`config.mk`:
```
export PLATFORM = sky130hd
export DESIGN_NAME = lpht_queue
export DESIGN_NICKNAME = d
export VERILOG_FILES = /design/src/hw/rtl/lpht_pkg.sv /design/src/hw/rtl/lpht_queue.sv
export SDC_FILE = /design/constraint.sdc
export NUM_CORES = 1
export LEC_CHECK = 0
export BUFFER_PORTS_ARGS = -buffer_cell sky130_fd_sc_hd__buf_2
export CAP_MARGIN = 20
export CORE_ASPECT_RATIO = 1.75
export CORE_MARGIN = 2
export CORE_UTILIZATION = 35
export CTS_BUF_LIST = sky130_fd_sc_hd__clkbuf_8 sky130_fd_sc_hd__clkbuf_16
export DETAILED_ROUTE_END_ITERATION = 12
export GPL_TIMING_DRIVEN = 0
export PLACE_DENSITY = 0.67
export SLEW_MARGIN = 30
export SYNTH_ARGS = -nofsm -noshare
export SYNTH_HDL_FRONTEND = slang
export SYNTH_SLANG_ARGS = --single-unit
```
`constraint.sdc`:
```
create_clock -name clk -period 6 [get_ports clk]
set_input_delay 0.3 -clock clk [delete_from_list [all_inputs] [get_ports clk]]
set_output_delay 0.3 -clock clk [all_outputs]
set_load 0.005 [all_outputs]
```
`src/hw/rtl/lpht_pkg.sv`:
```
`default_nettype none
package lpht_pkg;
    localparam int SLOTS = 1024;
    localparam int IDX_W = $clog2(SLOTS);
    localparam int CNT_W = $clog2(SLOTS + 1);
    localparam int LIMIT_X10 = SLOTS * 7;
    localparam int LOAD_W = $clog2(SLOTS * 10 + 1);

    localparam logic [1:0] ACT_PUT = 2'd0;
    localparam logic [1:0] ACT_GET = 2'd1;
    localparam logic [1:0] ACT_REMOVE = 2'd2;

    localparam logic [1:0] ST_DONE = 2'd0;
    localparam logic [1:0] ST_MISSING = 2'd1;
    localparam logic [1:0] ST_FULL = 2'd2;

    typedef struct packed {
        logic [1:0]  action;
        logic [63:0] lookup_key;
        logic [31:0] data_in;
    } req_t;

    typedef struct packed {
        logic [1:0]  status;
        logic [31:0] data_out;
    } rsp_t;

    typedef struct packed {
        logic [1:0]       action;
        logic [63:0]      lookup_key;
        logic [31:0]      data_in;
        logic [IDX_W-1:0] home;
    } job_t;

    typedef enum logic [2:0] {
        S_CLEAR,
        S_IDLE,
        S_READ,
        S_PROBE,
        S_WRITE,
        S_OUT
    } bstate_t;
endpackage
`default_nettype wire

```
`src/hw/rtl/lpht_queue.sv`:
```
`default_nettype none
module lpht_queue (
    input  wire             clk,
    input  wire             rst_n,
    input  wire             wr_valid,
    output logic            wr_ready,
    input  lpht_pkg::job_t  wr_job,
    output logic            rd_valid,
    input  wire             rd_ready,
    output lpht_pkg::job_t  rd_job
);
    lpht_pkg::job_t q_reg [2];
    logic wp_reg, rp_reg;
    logic [1:0] cnt_reg;
    logic do_wr, do_rd;

    assign wr_ready = cnt_reg != 2'd2;
    assign rd_valid = cnt_reg != 2'd0;
    assign rd_job = q_reg[rp_reg];
    assign do_wr = wr_valid && wr_ready;
    assign do_rd = rd_valid && rd_ready;

    always_ff @(posedge clk or negedge rst_n)
    begin
        if (!rst_n)
        begin
            wp_reg <= 1'b0;
            rp_reg <= 1'b0;
            cnt_reg <= 2'd0;
        end
        else
        begin
            if (do_wr)
            begin
                wp_reg <= !wp_reg;
            end
            if (do_rd)
            begin
                rp_reg <= !rp_reg;
            end
            cnt_reg <= cnt_reg + {1'b0, do_wr} - {1'b0, do_rd};
        end
    end

    always_ff @(posedge clk)
    begin
        if (do_wr)
        begin
            q_reg[wp_reg] <= wr_job;
        end
    end
endmodule
`default_nettype wire

```
==> reports/qor.txt <==
Status: finished, final reports clean
Worst setup SP type: flip-flop
Post-Syn Area: 8040 sq um
Post-route cell area: 11500 sq um
R2R cell count: 5
Die Y: 205 microns
Worst-margin pin slew: 674 ps
Fill cell count: 1898
Synthesized area per cell: 22.5 sq um
Share of cells above drive strength 1: 52.3%
CP max-delay cell: mux2_2
Die Area: 24200 sq um
Worst hold-check path type: input port to flip-flop
Most common cell on crit path: buf_2
Synth warn: 0
Worst stage delay on the critical path: 380 ps
Crit path kind: flip-flop to output pin
Avg WL per Cell: 17.1 microns
Met2 Wirelength: 9990 microns
Final clock skew: 7.27 ps
Clk slew on worst S/H paths: 60 ps
IO buf count: 221
Drt first pass iters: 4
Ports: 222
CP max FO: 10
GRT overflow: 0
Post-synthesis sequential area ratio: 81.9%
Pin count of the biggest net entering global routing: 50
Total Neg Setup Slack: 0 ps
Synth cell types: 19
Core Footprint: 22700 sq um
Horiz. Die Dim: 119 microns
Pwr dens: 431 nW/um^2
# rows: 73
Max cap viols: 0
Area of placed instances: 9720 sq um
GP Congestion: 0.778
Seq cells post-synth: 220
1st-iter DRT viols: 208
Final period util: 35.7%
Root buf cell: clkbuf_16
CTS max path bufs: 3
GR Util All Layers: 14.2%
CP Data Arrival Time: 1840 ps
H-tree lvl count: 1
DR vias: 4649
CTS tree: yes
DRC errors left: 0
Drt total wl: 17700 microns
Final Total Pwr: 4.94 mW
Final HPWL DP: 11500 microns
Max Clk Rate: 467 MHz
Hold WS: 109 ps
Remaining antenna violation count: 0
Clock sink count: 220
Num CTS Buffers: 20
Top cell type by total area after synthesis: edfxtp_1
Number of flip-flops in the largest register: 216
Worst relative slew slack: 54.9%
Top area cells in the synthesized netlist: edfxtp_1, mux2_2, mux2_4
Req. time, crit path: 5700 ps
First-pass GRT wire length: 26900 microns
Final Max Slew Viols: 0
Met1 wire length: 6080 microns
RSZ-0062 raised after global routing: no
Final Hold Viols: 0
DR WL met3: 904 microns
Critical path capture point type: output pin
Initial antenna violation count: 1
Skew-Pair Late Insertion Delay: 500 ps
Share of the synthesized area in the top cell type: 80.7%
Hold Path Stages: 3
Area grow syn2layout: 42.6%
Period minus WS final: 2140 ps
Post-Syn Instances: 358
Final core occ: 50.6%
CP cell instances: buf_6, buf_2, mux2_2, buf_2
DR top layer: met4
Leakage: 4.36 nW
Vias in the first global route: 5279
Mapped Nets: 471
CTS resizes: 0
Nets@finish: 830
Final setup vio count: 0
Starting Density: 35.5%
Via-to-Cell Ratio: 4.50
Peak VDD IR: 0.000317 V
final cells by class:
class / instances / area (sq um) / area share, %
clock buffers: 25 / 581 / 5.06
diodes: 1 / 2.50 / 0.0218
multi-input cells: 126 / 1390 / 12.1
well taps: 300 / 375 / 3.27
repair buffers: 337 / 2380 / 20.8
plain buffers: 12 / 78.8 / 0.687
clock inverters: 11 / 72.6 / 0.633
flip-flops and latches: 220 / 6590 / 57.4
metal layers:
| layer | up-vias | global-route usage, % |
|---|---|---|
| met4 | 0 | 7.10 |
| met2 | 172 | 27.9 |
| met5 | - | 0 |
| met3 | 46 | 2.92 |
| li1 | 2143 | - |
| met1 | 2288 | 13.7 |
final timing paths:
check,from,to,slack [ps]
worst max register to register,cnt_reg[0],q_reg[0][32],3940
max in group asynchronous,rst_n,rp_reg,5750
min in group asynchronous,rst_n,wp_reg,130
worst min register to register,wp_reg,wp_reg,560
worst min-delay path,rd_ready,rp_reg,110
worst max-delay path,rp_reg,rd_job[75],3860
cells by family after synthesis:
family / count (synthesis) / synth area share, %
flops: 220 / 81.9
mux: 108 / 15.6
buf+inv: 12 / 0.980
simple gates: 11 / 0.732
compound gates: 3 / 0.296
xor+xnor: 3 / 0.327
fa+ha+maj: 1 / 0.156
timing repair:
item                                   CTS  global route
endpoints found under the hold margin  218             2
setup buffers                            0             0
hold buffers                           108             1
through the flow:
step                instances  setup WS [ps]
finish                   1032           3860
global route             1032           3770
CTS                      1030           3780
detailed placement        886           3960
global placement          879          -1910
floorplan                 358            287
cell usage after synthesis:
cell and count:
o21ba_2 1, mux2_2 98, edfxtp_1 216, nand3_1 1, or2_2 1, and3_1 1
dfrtp_1 4, mux2_4 10, a311oi_1 1, nor2b_1 1, o21ai_0 1, nand2b_1 1
buf_6 3, nor2_1 3, nor4bb_1 1, ha_1 1, nand2_1 2, buf_2 9
xnor2_1 3
critical path: cells and delay by family (launching register included):
family	cells	cell delay, ps
multiplexers	1	380
flip-flops	1	340
buffers and inverters	3	610
placed cells by master (no fill, tap or decap):
cell	count
mux2_2	98
diode_2	1
clkinv_1	5
nand3_1	1
clkbuf_16	21
ha_1	1
buf_12	1
buf_6	3
nor2b_1	1
inv_1	1
o21ai_0	1
or2_2	1
clkbuf_8	4
nor4bb_1	1
mux2_4	10
a311oi_1	1
buf_16	6
dlygate4sd3_1	109
o21ba_2	1
nand2b_1	1
nor2_1	2
and3_4	1
buf_2	230
nand2_1	2
dfrtp_1	4
xnor2_1	3
nor2_4	1
edfxtp_1	216
bufinv_16	1
clkinv_2	4
where the power goes:
group | internal [mW] | switching (mW)
registers | 2.10 | 0.0884
logic | 0.793 | 0.720
clock network | 0.725 | 0.519
total | 3.61 | 1.33
Power figures use the tool's default switching activity.
